**src/rtl/core/b64sd_pkg.sv**
```systemverilog
package b64sd_pkg;

	// Character codes used by the classifier.
	localparam logic [7:0] CHR_UPPER_A = 8'h41;
	localparam logic [7:0] CHR_UPPER_Z = 8'h5A;
	localparam logic [7:0] CHR_LOWER_A = 8'h61;
	localparam logic [7:0] CHR_LOWER_Z = 8'h7A;
	localparam logic [7:0] CHR_DIGIT_0 = 8'h30;
	localparam logic [7:0] CHR_DIGIT_9 = 8'h39;
	localparam logic [7:0] CHR_PLUS    = 8'h2B;
	localparam logic [7:0] CHR_SLASH   = 8'h2F;
	localparam logic [7:0] PAD_CHAR    = 8'h3D;

	localparam logic [7:0] LOWER_BASE = 8'd26;
	localparam logic [7:0] DIGIT_BASE = 8'd52;
	localparam logic [5:0] SX_PLUS    = 6'(2 * 26 + 10);
	localparam logic [5:0] SX_SLASH   = 6'(2 * 26 + 11);

	// Depth of the queue between the front and back parts.
	localparam int CMD_DEPTH = 4;

	typedef enum logic {
		CMD_ZERO,
		CMD_GROUP
	} cmd_kind_t;

	typedef struct packed {
		cmd_kind_t   kind;
		logic [23:0] word;
		logic [1:0]  nbytes;
		logic        closes;
	} cmd_t;

	typedef struct packed {
		logic [7:0]  out_byte;
		logic        byte_valid;
		logic        run_last;
		logic        finished;
		logic        status;
		logic [23:0] decoded_count;
	} result_t;

	typedef struct packed {
		logic       is_sym;
		logic       is_pad;
		logic [5:0] sx;
	} char_class_t;

	function automatic char_class_t classify(input logic [7:0] c);
		char_class_t r;
		r = '0;
		if (c inside {[CHR_UPPER_A:CHR_UPPER_Z]}) begin
			r.is_sym = 1'b1;
			r.sx = 6'(c - CHR_UPPER_A);
		end else if (c inside {[CHR_LOWER_A:CHR_LOWER_Z]}) begin
			r.is_sym = 1'b1;
			r.sx = 6'(c - CHR_LOWER_A + LOWER_BASE);
		end else if (c inside {[CHR_DIGIT_0:CHR_DIGIT_9]}) begin
			r.is_sym = 1'b1;
			r.sx = 6'(c - CHR_DIGIT_0 + DIGIT_BASE);
		end else if (c == CHR_PLUS) begin
			r.is_sym = 1'b1;
			r.sx = SX_PLUS;
		end else if (c == CHR_SLASH) begin
			r.is_sym = 1'b1;
			r.sx = SX_SLASH;
		end else if (c == PAD_CHAR) begin
			r.is_pad = 1'b1;
		end
		return r;
	endfunction

endpackage

```
**src/rtl/core/b64sd_front.sv**
```systemverilog
module b64sd_front (
	input  logic                clk,
	input  logic                arst_n,
	input  logic                accept,
	input  logic [7:0]          char_in,
	input  logic                final_char,
	output logic                cmd_push,
	output b64sd_pkg::cmd_t     cmd
);

	logic [17:0] acc_q;
	logic [1:0]  fill_q;
	logic [1:0]  pad_q;
	logic        bad_q;
	logic        stop_q;

	b64sd_pkg::char_class_t cls;
	logic        kept;
	logic [2:0]  npad_a;
	logic        bad_a;
	logic [17:0] acc1;
	logic [1:0]  fill1;
	logic [1:0]  pad1;
	logic        bad1;
	logic        done_a;
	logic [23:0] word_a;
	logic [1:0]  n_a;
	logic [2:0]  pads_b;
	logic [2:0]  npad_b;
	logic [23:0] word_b;
	logic [1:0]  n_b;
	logic        stop_n;

	// Add the incoming character to the open group.
	always_comb begin
		cls    = b64sd_pkg::classify(char_in);
		kept   = cls.is_sym | cls.is_pad;
		npad_a = {1'b0, pad_q} + {2'b00, cls.is_pad};
		bad_a  = bad_q | (cls.is_sym & (pad_q != 2'd0));
		acc1   = acc_q;
		fill1  = fill_q;
		pad1   = pad_q;
		bad1   = bad_q;
		done_a = 1'b0;
		word_a = '0;
		n_a    = 2'd0;
		if (kept) begin
			if (fill_q != 2'd3) begin
				acc1  = {acc_q[11:0], cls.sx};
				fill1 = fill_q + 2'd1;
				pad1  = npad_a[1:0];
				bad1  = bad_a;
			end else begin
				done_a = 1'b1;
				word_a = {acc_q, cls.sx};
				n_a    = (bad_a || npad_a >= 3'd3) ? 2'd0 : 2'(3'd3 - npad_a);
				acc1   = '0;
				fill1  = 2'd0;
				pad1   = 2'd0;
				bad1   = 1'b0;
			end
		end
	end

	// Close a partial group with padding, for the final character.
	always_comb begin
		pads_b = 3'd4 - {1'b0, fill1};
		npad_b = {1'b0, pad1} + pads_b;
		case (fill1)
			2'd1:    word_b = {acc1[5:0], 18'd0};
			2'd2:    word_b = {acc1[11:0], 12'd0};
			2'd3:    word_b = {acc1, 6'd0};
			default: word_b = '0;
		endcase
		n_b = (bad1 || npad_b >= 3'd3) ? 2'd0 : 2'(3'd3 - npad_b);
	end

	// Turn the outcome into at most one command for the back part.
	always_comb begin
		cmd_push = 1'b0;
		cmd      = '0;
		stop_n   = stop_q;
		if (accept && !stop_q) begin
			if (done_a && n_a != 2'd3) begin
				cmd_push = 1'b1;
				stop_n   = 1'b1;
				if (n_a == 2'd0) begin
					cmd.kind = b64sd_pkg::CMD_ZERO;
				end else begin
					cmd.kind   = b64sd_pkg::CMD_GROUP;
					cmd.word   = word_a;
					cmd.nbytes = n_a;
					cmd.closes = 1'b1;
				end
			end else if (final_char) begin
				cmd_push = 1'b1;
				stop_n   = 1'b1;
				if (fill1 == 2'd0) begin
					if (done_a) begin
						// A full group followed by an empty padded one.
						cmd.kind   = b64sd_pkg::CMD_GROUP;
						cmd.word   = word_a;
						cmd.nbytes = 2'd3;
						cmd.closes = 1'b1;
					end else begin
						cmd.kind = b64sd_pkg::CMD_ZERO;
					end
				end else if (n_b == 2'd0) begin
					cmd.kind = b64sd_pkg::CMD_ZERO;
				end else begin
					cmd.kind   = b64sd_pkg::CMD_GROUP;
					cmd.word   = word_b;
					cmd.nbytes = n_b;
					cmd.closes = 1'b1;
				end
			end else if (done_a) begin
				cmd_push   = 1'b1;
				cmd.kind   = b64sd_pkg::CMD_GROUP;
				cmd.word   = word_a;
				cmd.nbytes = 2'd3;
				cmd.closes = 1'b0;
			end
		end
	end

	always_ff @(posedge clk or negedge arst_n) begin
		if (!arst_n) begin
			acc_q  <= '0;
			fill_q <= 2'd0;
			pad_q  <= 2'd0;
			bad_q  <= 1'b0;
			stop_q <= 1'b0;
		end else if (accept && !stop_q) begin
			acc_q  <= acc1;
			fill_q <= fill1;
			pad_q  <= pad1;
			bad_q  <= bad1;
			stop_q <= stop_n;
		end
	end

endmodule

```
**src/rtl/core/b64sd_cmd_fifo.sv**
```systemverilog
module b64sd_cmd_fifo (
	input  logic            clk,
	input  logic            arst_n,
	input  logic            push,
	input  b64sd_pkg::cmd_t wdata,
	output logic            full,
	input  logic            pop,
	output b64sd_pkg::cmd_t rdata,
	output logic            empty
);

	localparam int PW = $clog2(b64sd_pkg::CMD_DEPTH);
	localparam int CNW = $clog2(b64sd_pkg::CMD_DEPTH + 1);

	b64sd_pkg::cmd_t   mem_q [b64sd_pkg::CMD_DEPTH];
	logic [PW-1:0]     wr_q;
	logic [PW-1:0]     rd_q;
	logic [CNW-1:0]    cnt_q;
	logic              do_push;
	logic              do_pop;

	assign full    = (cnt_q == CNW'(b64sd_pkg::CMD_DEPTH));
	assign empty   = (cnt_q == '0);
	assign do_push = push && !full;
	assign do_pop  = pop && !empty;
	assign rdata   = mem_q[rd_q];

	always_ff @(posedge clk) begin
		if (do_push) begin
			mem_q[wr_q] <= wdata;
		end
	end

	always_ff @(posedge clk or negedge arst_n) begin
		if (!arst_n) begin
			wr_q  <= '0;
			rd_q  <= '0;
			cnt_q <= '0;
		end else begin
			if (do_push) begin
				wr_q <= wr_q + PW'(1);
			end
			if (do_pop) begin
				rd_q <= rd_q + PW'(1);
			end
			if (do_push && !do_pop) begin
				cnt_q <= cnt_q + CNW'(1);
			end else if (do_pop && !do_push) begin
				cnt_q <= cnt_q - CNW'(1);
			end
		end
	end

endmodule

```
**src/rtl/core/b64sd_back.sv**
```systemverilog
module b64sd_back #(
	parameter int COUNT_BITS = 24
) (
	input  logic               clk,
	input  logic               arst_n,
	input  logic               cfg_wr_en,
	input  logic [23:0]        cfg_wr_data,
	input  logic               cmd_valid,
	input  b64sd_pkg::cmd_t    cmd,
	output logic               cmd_pop,
	output b64sd_pkg::result_t res,
	output logic               empty,
	input  logic               pop
);

	localparam int CW = ((COUNT_BITS > 24) ? COUNT_BITS : 24) + 2;
	localparam logic [CW-1:0] CAP = (CW'(1) << COUNT_BITS) - CW'(1);

	logic [23:0]           limit_q;
	logic [COUNT_BITS-1:0] total_q;
	logic [1:0]            idx_q;
	logic                  stop_q;
	logic                  ovf_q;

	b64sd_pkg::result_t    ofifo_q [2];
	logic                  owr_q;
	logic                  ord_q;
	logic [1:0]            ocnt_q;

	logic                  room;
	logic [CW-1:0]         limit_w;
	logic [CW-1:0]         lim_eff;
	logic [CW-1:0]         sum_w;
	logic                  over;
	logic [COUNT_BITS-1:0] total_inc;
	logic                  last;
	logic [7:0]            sel_byte;
	logic                  res_push;
	b64sd_pkg::result_t    res_new;
	logic [1:0]            idx_n;
	logic [COUNT_BITS-1:0] total_n;
	logic                  stop_n;
	logic                  ovf_n;
	logic                  do_opop;

	always_comb begin
		room      = (ocnt_q != 2'd2);
		limit_w   = CW'(limit_q);
		lim_eff   = (limit_w > CAP) ? CAP : limit_w;
		sum_w     = CW'(total_q) + CW'(cmd.nbytes);
		over      = (idx_q == 2'd0) && (sum_w > lim_eff);
		total_inc = total_q + COUNT_BITS'(1);
		last      = (idx_q == (cmd.nbytes - 2'd1));
		case (idx_q)
			2'd0:    sel_byte = cmd.word[23:16];
			2'd1:    sel_byte = cmd.word[15:8];
			default: sel_byte = cmd.word[7:0];
		endcase
	end

	// One result per cycle, while the result queue has room, from the command at the head of the queue.
	always_comb begin
		cmd_pop  = 1'b0;
		res_push = 1'b0;
		res_new  = '0;
		idx_n    = idx_q;
		total_n  = total_q;
		stop_n   = stop_q;
		ovf_n    = ovf_q;
		if (cmd_valid) begin
			if (stop_q) begin
				cmd_pop = 1'b1;
			end else if (room) begin
				res_push = 1'b1;
				case (cmd.kind)
					b64sd_pkg::CMD_ZERO: begin
						cmd_pop               = 1'b1;
						stop_n                = 1'b1;
						idx_n                 = 2'd0;
						res_new.run_last      = 1'b1;
						res_new.finished      = 1'b1;
						res_new.status        = ovf_q;
						res_new.decoded_count = 24'(total_q);
					end
					b64sd_pkg::CMD_GROUP: begin
						if (over) begin
							cmd_pop               = 1'b1;
							stop_n                = 1'b1;
							ovf_n                 = 1'b1;
							idx_n                 = 2'd0;
							res_new.run_last      = 1'b1;
							res_new.finished      = 1'b1;
							res_new.status        = 1'b1;
							res_new.decoded_count = 24'(total_q);
						end else begin
							total_n               = total_inc;
							res_new.out_byte      = sel_byte;
							res_new.byte_valid    = 1'b1;
							res_new.run_last      = last;
							res_new.finished      = last && cmd.closes;
							res_new.status        = ovf_q;
							res_new.decoded_count = 24'(total_inc);
							if (last) begin
								cmd_pop = 1'b1;
								idx_n   = 2'd0;
								stop_n  = cmd.closes;
							end else begin
								idx_n = idx_q + 2'd1;
							end
						end
					end
					default: begin
						cmd_pop  = 1'b1;
						res_push = 1'b0;
					end
				endcase
			end
		end
	end

	assign empty   = (ocnt_q == 2'd0);
	assign do_opop = pop && !empty;
	assign res     = ofifo_q[ord_q];

	always_ff @(posedge clk) begin
		if (res_push) begin
			ofifo_q[owr_q] <= res_new;
		end
	end

	always_ff @(posedge clk or negedge arst_n) begin
		if (!arst_n) begin
			limit_q <= 24'hFFFFFF;
			total_q <= '0;
			idx_q   <= 2'd0;
			stop_q  <= 1'b0;
			ovf_q   <= 1'b0;
			owr_q   <= 1'b0;
			ord_q   <= 1'b0;
			ocnt_q  <= 2'd0;
		end else begin
			if (cfg_wr_en) begin
				limit_q <= cfg_wr_data;
			end
			total_q <= total_n;
			idx_q   <= idx_n;
			stop_q  <= stop_n;
			ovf_q   <= ovf_n;
			if (res_push) begin
				owr_q <= ~owr_q;
			end
			if (do_opop) begin
				ord_q <= ~ord_q;
			end
			if (res_push && !do_opop) begin
				ocnt_q <= ocnt_q + 2'd1;
			end else if (do_opop && !res_push) begin
				ocnt_q <= ocnt_q - 2'd1;
			end
		end
	end

endmodule

```
**src/rtl/core/base64_stream_decoder_unit.sv**
```systemverilog
// Streaming Base64 decoder. Source characters enter one word at a time on the
// input queue port (push/full, char_in, final_char); decoded bytes and status
// leave on the result queue port (empty/pop and the result fields).
// The output limit register is written through cfg_wr_en/cfg_wr_data; the
// user must write it only while the block is idle, which it does not enforce;
// it takes effect for the next group that is checked. Each input word causes
// zero to three result words, and the last of them carries run_last. The word
// that closes the decode carries finished, and every word after that is ignored
// until reset. A character that completes a group is written into the command
// queue; its results go through the registered result queue to the ports.
// Throughput: one character per cycle on the input while full is low. The
// back part emits one result word per cycle while the result queue has room,
// one per decoded byte; a four-entry command queue holds commands meanwhile.
// Reset clears the group state, the byte total and both queues, and sets the
// output limit to its maximum. There is no clearing pass after reset.
// When the receiver stalls, the two-entry result queue fills, the back part
// stops draining commands, and full rises once the command queue is full.
module base64_stream_decoder_unit #(
	parameter int COUNT_BITS = 24
) (
	input  logic        clk,
	input  logic        arst_n,
	input  logic        cfg_wr_en,
	input  logic [23:0] cfg_wr_data,
	input  logic        push,
	output logic        full,
	input  logic [7:0]  char_in,
	input  logic        final_char,
	output logic        empty,
	input  logic        pop,
	output logic [7:0]  out_byte,
	output logic        byte_valid,
	output logic        run_last,
	output logic        finished,
	output logic        status,
	output logic [23:0] decoded_count
);

	logic               accept;
	logic               cmd_push;
	b64sd_pkg::cmd_t    cmd_in;
	b64sd_pkg::cmd_t    cmd_head;
	logic               cmd_empty;
	logic               cmd_pop;
	b64sd_pkg::result_t res;

	// The front part takes a character whenever the command queue has room.
	assign accept = push && !full;

	b64sd_front u_front (
		.clk        (clk),
		.arst_n     (arst_n),
		.accept     (accept),
		.char_in    (char_in),
		.final_char (final_char),
		.cmd_push   (cmd_push),
		.cmd        (cmd_in)
	);

	b64sd_cmd_fifo u_cmd_fifo (
		.clk    (clk),
		.arst_n (arst_n),
		.push   (cmd_push),
		.wdata  (cmd_in),
		.full   (full),
		.pop    (cmd_pop),
		.rdata  (cmd_head),
		.empty  (cmd_empty)
	);

	b64sd_back #(
		.COUNT_BITS (COUNT_BITS)
	) u_back (
		.clk         (clk),
		.arst_n      (arst_n),
		.cfg_wr_en   (cfg_wr_en),
		.cfg_wr_data (cfg_wr_data),
		.cmd_valid   (!cmd_empty),
		.cmd         (cmd_head),
		.cmd_pop     (cmd_pop),
		.res         (res),
		.empty       (empty),
		.pop         (pop)
	);

	assign out_byte      = res.out_byte;
	assign byte_valid    = res.byte_valid;
	assign run_last      = res.run_last;
	assign finished      = res.finished;
	assign status        = res.status;
	assign decoded_count = res.decoded_count;

endmodule

```
**config.mk**
```make
export PLATFORM = sky130hd
export DESIGN_NAME = base64_stream_decoder_unit
export DESIGN_NICKNAME = d
export VERILOG_FILES = /design/src/rtl/core/b64sd_pkg.sv /design/src/rtl/core/b64sd_front.sv /design/src/rtl/core/b64sd_cmd_fifo.sv /design/src/rtl/core/b64sd_back.sv /design/src/rtl/core/base64_stream_decoder_unit.sv
export SDC_FILE = /design/constraint.sdc
export NUM_CORES = 1
export LEC_CHECK = 0
export BUFFER_PORTS_ARGS = -buffer_cell sky130_fd_sc_hd__buf_2
export CORE_UTILIZATION = 35
export DETAILED_ROUTE_END_ITERATION = 8
export PLACE_DENSITY = 0.57
export SYNTH_ARGS = -nofsm -noshare
export SYNTH_HDL_FRONTEND = slang
export SYNTH_SLANG_ARGS = --single-unit
```
**constraint.sdc**
```tcl
create_clock -name clk -period 14.75 [get_ports clk]
set_input_delay 0.7375 -clock clk [delete_from_list [all_inputs] [get_ports clk]]
set_output_delay 0.7375 -clock clk [all_outputs]
set_load 0.02 [all_outputs]
```
==> flow_summary.ini, run 1 <==
[setup_path]
critPathLaunchType = register
reg2reg_slack_ns = 8.08
crit_fanout = 39
r2r_end = u_cmd_fifo.cnt_q[2]$_DFFE_PN0P_
crit_end = u_cmd_fifo.cnt_q[2]$_DFFE_PN0P_
cp.arrival_ns = 7.16
critPathLaunch = u_cmd_fifo.rd_q[0]$_DFFE_PN0P_
ff2ff_path_depth = 25
worstSetupPathType = reg2reg
reg2reg_from = u_cmd_fifo.rd_q[0]$_DFFE_PN0P_
worstSetupEndpointType = register
worstPathRequired_ns = 15.24

[clock_network]
cts_sinks = 271
cts_tree = done
h-tree-depth = 1
hold_buffers = 0
cts_buffers = 30
cts.reportedPaths.clkPinSlew_ns = 0.06
root_buffer = clkbuf_16
cts-resized-gates = 0
insertion_delay_ns = 0.57
postCtsSetupRepairBufs = 0
clockBufferDepth = 3

[logic_synthesis]
yosys_warnings = 0
synth_fp_nets = 1298
synth_area_um2 = 14100
ys_dominant_reg_cell = edfxtp_1
synth_cells = 1209
yosysSeqAreaShare = 0.547
synth_seq_cells = 271
synth_cell_types = 75
synth_top_cell_by_area = edfxtp_1
synth_edf_count = 184
synthArstFlopShare = 0.321
synth_area_per_cell_um2 = 11.7
synth_area_leaders = edfxtp_1 (39%), dfrtp_1 (11%), dfstp_2 (4.5%)
yosysTopAreaCellShare = 0.391

[global_routing]
grt_pass1_wl_um = 53500
grt_pass1_vias = 9392
grt_max_degree = 67
track_usage = 0.164
grt_overflow = 0
antenna_found_initial = 0

[sta]
period_minus_slack_ns = 6.67
setup_viol = 0
tns_ns = 0
period_share = 0.452
grt_setup_unrepaired = false
finClkSkew_ns = 0.0146
fmax_mhz = 150
slew_violations = 0
worst_slew_pin_slew_ns = 1.07
slew_headroom = 0.282
hold_viol = 0

[finish]
num_antenna_cells = 0
multiInputGateArea_um2 = 5950
nets = 1343
drive_gt1_frac = 0.198
area_growth_pct = 13.1
layout_common_cells = edfxtp_1 (184), nand2_1 (117), buf_2 (74)
final_cells = 1802
n_fill_cell = 3872
finalInstanceArea_um2 = 16000
layout_commonest_cell = edfxtp_1
ff_latch_area_um2 = 7730

[job]
cap_violations = 0

[floorplan]
dieHeight_um = 203
die_w_um = 203
rows = 73
die-area_um2 = 41200
design.core.area_um2 = 39800
num_io_pins = 76
start_util = 0.355

[place]
gp_congestion = 0.870
place_area_um2 = 15000
place_inst = 1747
io_buffers = 75
dp_hpwl_um = 22800

[drt]
num_vias = 9669
wirelength_um = 33800
drc = 0
drt_pass1_iterations = 5
vias_per_cell = 5.37
drt-initial-drc-count = 568
final_antenna_net_count = 0
wl_per_cell_um = 18.7

[status]
status = finished clean

[pwr]
peakVddDrop_mv = 0.0990
p_per_area_nw_per_um2 = 148
power.total_mw = 2.36
p_leak_nw = 6.12

[min_path]
hold_class = in2async
cell usage after synthesis (24+ instances only):
cell / count
nand4_1: 25
clkbuf_1: 56
ha_1: 48
edfxtp_1: 184
dfstp_2: 24
mux2_2: 47
nor2_1: 59
mux4_2: 27
nand2_1: 117
a21oi_1: 55
nand3_1: 42
inv_1: 46
dfrtp_1: 63
xnor2_1: 39
o21ai_0: 69
sequential cells by signal, summed over array words and instances, names as in the netlist:
signal	flops
u_cmd_fifo.rd_q	2
u_back.ocnt_q	2
u_back.stop_q	1
u_front.acc_q	18
u_cmd_fifo.cnt_q	3
u_cmd_fifo.mem_q	112
u_back.ord_q	1
u_back.ofifo_q	72
u_front.bad_q	1
u_back.ovf_q	1
u_back.owr_q	1
u_back.total_q	24
u_front.pad_q	2
u_front.fill_q	2
u_front.stop_q	1
u_back.limit_q	24
u_cmd_fifo.wr_q	2
u_back.idx_q	2
worst max-delay path, stage by stage (launching register included):
cell and delay [ns]:
dfrtp_2 0.34, buf_4 0.47, mux4_2 0.65, ha_1 0.30, a21oi_1 0.08, nor2_1 0.17, and3_1 0.20, and3_1 0.31
nand2_1 0.12, xnor2_1 0.14, ha_1 0.30, nand4_1 0.12, or3_1 0.43, or4_1 0.55, nor2b_1 0.15, o31a_1 0.13
o31ai_4 0.25, buf_4 0.39, nand3_1 0.19, a21oi_1 0.21, ha_1 0.20, inv_1 0.06, fa_1 0.38, xor2_1 0.17
nor2_1 0.12, xor2_1 0.15
stage by stage:
| stage | hold slack (ns) | setup slack [ns] | utilization |
|---|---|---|---|
| CTS | 0.0611 | 8.01 | 0.402 |
| detailed placement | 0.444 | 8.06 | 0.377 |
| global route | 0.0721 | 7.60 | 0.402 |
| floorplan | 0.427 | 8.98 | - |
| global placement | 0.444 | 8.11 | 0.377 |
| finish | 0.0672 | 8.08 | 0.402 |
routing by layer:
layer  vias to the layer above  global-route usage  part of all wire
li1                       4588                   -                 -
met1                      4835               0.222              0.45
met2                       210               0.281              0.49
met3                        36              0.0212             0.040
met4                         0              0.0346             0.016
met5                         -                   0                 0
logic make-up (layout without fill, tap and decap cells):
| logic type | after synthesis | after routing | share of synthesized area |
|---|---|---|---|
| AO/OA/AOI/OAI | 240 | 240 | 0.109 |
| XOR/XNOR | 57 | 57 | 0.0353 |
| adder cells (fa/ha/maj) | 52 | 52 | 0.0474 |
| buffers and inverters | 125 | 193 | 0.0348 |
| flip-flops | 271 | 271 | 0.547 |
| multiplexers | 94 | 94 | 0.0946 |
| AND/OR/NAND/NOR | 370 | 370 | 0.133 |
power breakdown:
| part | internal (mW) | switching [mW] |
|---|---|---|
| logic | 0.271 | 0.408 |
| clock network | 0.436 | 0.309 |
| registers | 0.858 | 0.0836 |
| total | 1.56 | 0.800 |
cell type report:
| cell class | count | share of cell area |
|---|---|---|
| inverters | 47 | 0.0110 |
| multi-input cells | 813 | 0.372 |
| clock inverters | 17 | 0.0112 |
| well taps | 525 | 0.0411 |
| flip-flops and latches | 271 | 0.484 |
| repair buffers | 91 | 0.0311 |
| clock buffers | 38 | 0.0501 |
how the worst min path moves through the flow:
stage	from	to	slack, ns	cells past startpoint
after global placement	u_back.ovf_q$_DFFE_PN0P_	u_back.ovf_q$_DFFE_PN0P_	0.44	1
after CTS	arst_n	u_front.stop_q$_DFFE_PN0P_	0.06	1
after detailed placement	u_back.ovf_q$_DFFE_PN0P_	u_back.ovf_q$_DFFE_PN0P_	0.44	1
after floorplan	u_back.ovf_q$_DFFE_PN0P_	u_back.ovf_q$_DFFE_PN0P_	0.43	1
final	arst_n	u_front.stop_q$_DFFE_PN0P_	0.07	1
after global routing	arst_n	u_front.stop_q$_DFFE_PN0P_	0.07	1
Power figures use the tool's default switching activity.
==> run 2: changes to the inputs <==
clock period = 6.8 ns   (was 14.75 ns; I/O delays follow)
==> run 2 against run 1 <==
  * Wire length grew 0.49%
  * Sequential share of layout area shrank 0.26 points
  * Clock skew up 0.0021 ns
  * First-iteration DRC count rose by 1.1%
  * Via count up 0.24%
  * Total power increased by 110%
  * Final area up 0.53%
  * Critical path depth down 2
  * Clock-buffer cell count stayed put
  * Die area stayed put
  * Critical path type unchanged
  * Critical endpoint unchanged
  * Largest cell class unchanged
==> flow_summary.ini, run 2 (synthesized netlist as in run 1, its figures left out) <==
[status]
status = finished clean

[job]
cap_violations = 0

[pwr]
peakVddDrop_mv = 0.195
internal_power_mw = 3.30
combPwrFrac = 0.296
swShare = 0.342
p_leak_nw = 6.17
p_per_area_nw_per_um2 = 312
p_seq_frac = 0.409
power_frac_clock = 0.295
p_sw_mw = 1.71

[global_routing]
track_usage = 0.167
grt_pass1_wl_um = 54500
grt_overflow = 0
antenna_found_initial = 0
grt_max_degree = 62
grt_pass1_vias = 9642

[drt]
drc = 0
wirelength_um = 33900
drt_pass1_iterations = 5
drt-initial-drc-count = 574
vias_per_cell = 5.33
num_vias = 9692
wl_per_cell_um = 18.7
final_antenna_net_count = 0

[clock_network]
h-tree-depth = 1
cts-resized-gates = 0
cts_sinks = 271
clockBufferDepth = 3
insertion_delay_ns = 0.56
cts_buffers = 29
root_buffer = clkbuf_16
cts_tree = done
cts.reportedPaths.clkPinSlew_ns = 0.06

[min_path]
min_path_cells = 2
min-delay-start = cfg_wr_data[0]
hold_class = in2reg

[setup_path]
crit_top_cell = ha_1
worstSetupPathType = reg2reg
crit_chain = mux4_2 -> ha_1 -> a21oi_1 -> nor2_1 -> and3_1 -> and3_1 -> nand2_1 -> xnor2_1 -> ha_1 -> nand4_1 -> or3_1 -> or4_1 -> nor2b_1 -> o31a_1 -> o31ai_4 -> nand3_1 -> a21oi_1 -> ha_1 -> inv_1 -> fa_1 -> xor2_1 -> nor2_1 -> xor2_1
reg2reg_from = u_cmd_fifo.rd_q[0]$_DFFE_PN0P_
worstSetupEndpointType = register
worstPathRequired_ns = 7.28
critPathLaunch = u_cmd_fifo.rd_q[0]$_DFFE_PN0P_
ff2ff_path_depth = 23
critPathLaunchType = register
slowest_delay_ns = 0.57
crit_fanout = 6
cp.arrival_ns = 6.27
critPathSlowestCell = mux4_2

[place]
dp_hpwl_um = 23200
io_buffers = 75
gp_congestion = 0.845
place_inst = 1748

[floorplan]
start_util = 0.355
design.core.area_um2 = 39800
dieHeight_um = 203
die-area_um2 = 41200
num_io_pins = 76
rows = 73
die_w_um = 203

[sta]
timing.hold.ws_ns = 0.0241
grt_setup_unrepaired = false
period_share = 0.851
finClkSkew_ns = 0.0168
setup_viol = 0
fmax_mhz = 173
period_minus_slack_ns = 5.79
slew_headroom = 0.198
hold_viol = 0
tns_ns = 0
worst_slew_pin_slew_ns = 1.19
slew_violations = 0

[finish]
finish.utilization = 0.404
area_growth_pct = 13.7
nets = 1361
largestRegisters = u_cmd_fifo.mem_q x112, u_back.ofifo_q x72
layout_commonest_cell = edfxtp_1
num_antenna_cells = 0
drive_gt1_frac = 0.192
regMostFlops = u_cmd_fifo.mem_q
layout_common_cells = edfxtp_1 (184), nand2_1 (117), buf_2 (74)
largest_reg_flops = 112
final_cells = 1819
[run 2: cell count changes in the layout (fill, tap and decap cells not counted)]
cell / previous run / this run
bufinv_16: 3 / 1
clkinvlp_4: 4 / 1
clkbuf_1: 6 / 7
dlygate4sd3_1: 0 / 18
clkinv_4: 0 / 1
clkinv_2: 3 / 5
clkinv_8: 1 / 0
inv_6: 1 / 0
clkinv_1: 6 / 8
clkbuf_16: 30 / 29
buf_4: 17 / 18
[run 2: cell type report]
type	count	area, µm²
Sequential cell	271	7730
Tap cell	525	657
Multi-Input combinational cell	813	5950
Inverter	47	176
Clock buffer	38	779
Timing Repair Buffer	110	686
Fill cell	3817	23700
Clock inverter	15	97.6
[run 2: path summary, 6_finish.rpt]
kind	endpoint	slack (ns)
worst max-delay path	u_cmd_fifo.cnt_q[2]$_DFFE_PN0P_	1.01
worst min-delay path	u_back.limit_q[0]$_DFFE_PN1P_	0.02
worst max register to register	u_cmd_fifo.cnt_q[2]$_DFFE_PN0P_	1.01
worst min register to register	u_back.ovf_q$_DFFE_PN0P_	0.46
max in group asynchronous	u_back.ord_q$_DFFE_PN0P_	5.30
min in group asynchronous	u_front.pad_q[1]$_DFFE_PN0P_	0.28
[run 2: timing repair]
action	CTS	global route
hold buffers	18	0
hold endpoints to repair	43	0
buffers inserted	0	0
[run 2: worst max-delay path: cells and delay by family (launching register included)]
| family | cells | cell delay, ns |
|---|---|---|
| AOI/OAI and AO/OA | 4 | 0.73 |
| xor gates and xnor gates | 3 | 0.45 |
| adders and majority gates | 4 | 1.18 |
| buffers and inverters | 1 | 0.06 |
| DFF | 1 | 0.41 |
| muxes | 1 | 0.57 |
| and+or+nand+nor | 10 | 2.30 |
[run 2: through the flow]
step                      cell area (µm²)  total power, mW  setup WS (ns)
final                               16100             5.01           1.01
after detailed placement            15000             3.57           1.02
after global routing                16100             5.29          0.458
after floorplan                     14100             3.10           1.03
after global placement              15000             3.56           1.08
after CTS                           16100             5.06          0.986
[run 2: metal layers]
| layer | vias to the layer above | wire (µm) | track usage |
|---|---|---|---|
| met5 | - | 0 | 0 |
| met2 | 224 | 16800 | 0.285 |
| li1 | 4620 | - | - |
| met3 | 49 | 1400 | 0.0196 |
| met1 | 4799 | 15000 | 0.223 |
| met4 | 0 | 730 | 0.0448 |
[run 2: power by group through the flow]
stage | Combinational (mW) | Sequential (mW) | Clock (mW)
CTS | 1.50 | 2.05 | 1.51
floorplan | 1.12 | 1.98 | 0
global placement | 1.48 | 2.08 | 0
finish | 1.48 | 2.05 | 1.48
detailed placement | 1.48 | 2.08 | 0
global route | 1.64 | 2.07 | 1.57
==> run 3: changes to the inputs <==
CTS_CLUSTER_DIAMETER = 60   (was default)
CTS_CLUSTER_SIZE = 40   (was default)
PLACE_DENSITY = 0.58   (was 0.57)
clock period = 5 ns   (was 6.8 ns; I/O delays follow)
==> run 3 against run 2 <==
  * Clock power increased by 41%
  * First-iteration DRC count decreased by 4.7%
  * Critical path type unchanged
  * Highest routed layer unchanged
  * Largest power group unchanged
  * The flow now finishes with violations (negative setup slack)
  * Fmax increased by 13%
  * Critical path depth increased by 2
  * Clock skew increased by 0.0046 ns
==> flow_summary.ini, run 3 (synthesized netlist as in run 1, its figures left out) <==
[status]
status = finished, violations left
failed_checks = negative setup slack

[floorplan]
die_w_um = 203
rows = 73
dieHeight_um = 203
design.core.area_um2 = 39800
die-area_um2 = 41200
num_io_pins = 76
start_util = 0.355

[sta]
fmax_mhz = 195
worst_slew_pin_slew_ns = 1.06
setup_viol = 2
worst_slack_ns = -0.120
grt_setup_unrepaired = true
period_minus_slack_ns = 5.12
slew_headroom = 0.290
period_share = 1.02
finClkSkew_ns = 0.0214
slew_violations = 0
hold_viol = 0

[global_routing]
met1_usage = 0.220
antenna_found_initial = 0
grt_overflow = 0
track_usage = 0.169
grt_pass1_wl_um = 55200
met2_usage = 0.293
grt_pass1_vias = 10100
grt_max_degree = 59
top_usage_layer = met2
gr-usage-met3 = 0.0191

[setup_path]
critPathLaunchType = register
reg2reg_from = u_cmd_fifo.rd_q[0]$_DFFE_PN0P_
crit_fanout = 5
critPathSlowestCell = mux4_2
worstSetupEndpointType = register
worstPathRequired_ns = 5.47
crit_top_cell = nand3_2
cp.arrival_ns = 5.59
slowest_delay_ns = 0.56
worstSetupPathType = reg2reg
critPathLaunch = u_cmd_fifo.rd_q[0]$_DFFE_PN0P_
cpLargestDelayFamily = simple AND/OR/NAND/NOR gates
crit_buf_inv = 1

[clock_network]
clockBufferDepth = 3
root_buffer = clkbuf_16
cts.reportedPaths.clkPinSlew_ns = 0.07
cts_buffers = 25
insertion_delay_ns = 0.55
cts_tree = done
h-tree-depth = 1
cts_sinks = 271

[finish]
layout_commonest_cell = edfxtp_1
drive_gt1_frac = 0.265
regMostFlops = u_cmd_fifo.mem_q
area_growth_pct = 20.0
largestRegisters = u_cmd_fifo.mem_q x112, u_back.ofifo_q x72
nets = 1445
ff_latch_area_um2 = 7730
finish.utilization = 0.426
layout_common_cells = edfxtp_1 (184), nand2_1 (116), buf_4 (98)
num_antenna_cells = 0
n_fill_cell = 3735
final_cells = 1899
largest_reg_flops = 112
multiInputGateArea_um2 = 6140

[pwr]
p_leak_nw = 6.65
peakVddDrop_mv = 0.343
p_per_area_nw_per_um2 = 421

[drt]
drc = 0
final_antenna_net_count = 0
num_vias = 9976
drt-initial-drc-count = 547
wl_per_cell_um = 18.3
wirelength_um = 34800
drt_pass1_iterations = 5
vias_per_cell = 5.25

[place]
io_buffers = 75
gp_congestion = 0.859
place_inst = 1823
dp_hpwl_um = 24100

[min_path]
hold_class = in2reg
min-delay-start = push

[job]
cap_violations = 0
[run 3: what timing repair did]
action                                  4_1_cts  5_1_grt
endpoints found under the setup margin       73       80
pin swaps                                     6        6
setup buffers                                 4        2
endpoints found under the hold margin        61        0
hold buffers                                 25        0
gates resized for setup                       8       24
[run 3: metrics by stage]
step	hold slack (ns)	instance area, µm²	total power [mW]	setup WS, ns	TNS (ns)
3_5_place_dp	0.420	15600	5.06	-0.360	-6.70
6_report	0.0476	17000	7.15	-0.120	-0.206
4_1_cts	0.0401	16800	7.19	-0.156	-0.268
2_1_floorplan	-0.0456	14200	4.24	-0.283	-0.549
5_1_grt	0.0733	17000	7.53	-0.392	-7.47
3_3_place_gp	0.411	15600	5.03	-0.306	-4.14
[run 3: layout make-up]
cell class / instances / share of cell area
clock buffers: 27 / 0.0373
clock inverters: 18 / 0.0154
inverters: 47 / 0.0104
multi-input cells: 813 / 0.361
flip-flops and latches: 271 / 0.456
well taps: 525 / 0.0387
repair buffers: 198 / 0.0811
[run 3: worst reg2reg max path: stages (launching register included)]
cell     delay [ns]
dfrtp_2        0.40
mux4_2         0.56
ha_4           0.29
a21oi_2        0.06
nor2_2         0.11
and3_4         0.20
and3_4         0.22
nand2_4        0.07
nor2_4         0.09
nand3_2        0.08
xnor2_1        0.15
ha_1           0.29
and4_1         0.18
nand3_2        0.07
or4_4          0.48
nor2b_1        0.15
o31a_1         0.13
o31ai_4        0.24
nand3_2        0.12
a21oi_2        0.18
ha_2           0.20
inv_2          0.04
fa_2           0.35
xor2_1         0.14
nor2_1         0.12
xor2_1         0.14
[run 3: report_power, final]
| part | internal [mW] | switching (mW) | leakage (nW) | total (mW) |
|---|---|---|---|---|
| registers | 2.53 | 0.161 | 2.92 | 2.69 |
| logic | 0.990 | 1.38 | 3.30 | 2.38 |
| clock network | 1.10 | 0.987 | 0.430 | 2.09 |
| total | 4.62 | 2.53 | 6.65 | 7.15 |
[run 3: worst paths after layout]
check                                                  end  slack [ns]  cells past startpoint
min in group asynchronous    u_front.acc_q[12]$_DFFE_PN0P_        0.36                      2
setup / recovery           u_cmd_fifo.cnt_q[2]$_DFFE_PN0P_       -0.12                     25
hold / removal                  u_front.stop_q$_DFFE_PN0P_        0.05                      3
setup reg to reg           u_cmd_fifo.cnt_q[2]$_DFFE_PN0P_       -0.12                     25
hold reg to reg                   u_back.ovf_q$_DFFE_PN0P_        0.46                      1
max in group asynchronous   u_back.limit_q[11]$_DFFE_PN1P_        3.62                      3
[run 3: routing by layer]
metal / vias to the layer above / part of all wire
li1: 4788 / -
met1: 4924 / 0.44
met2: 208 / 0.50
met3: 56 / 0.035
met4: 0 / 0.027
met5: - / 0
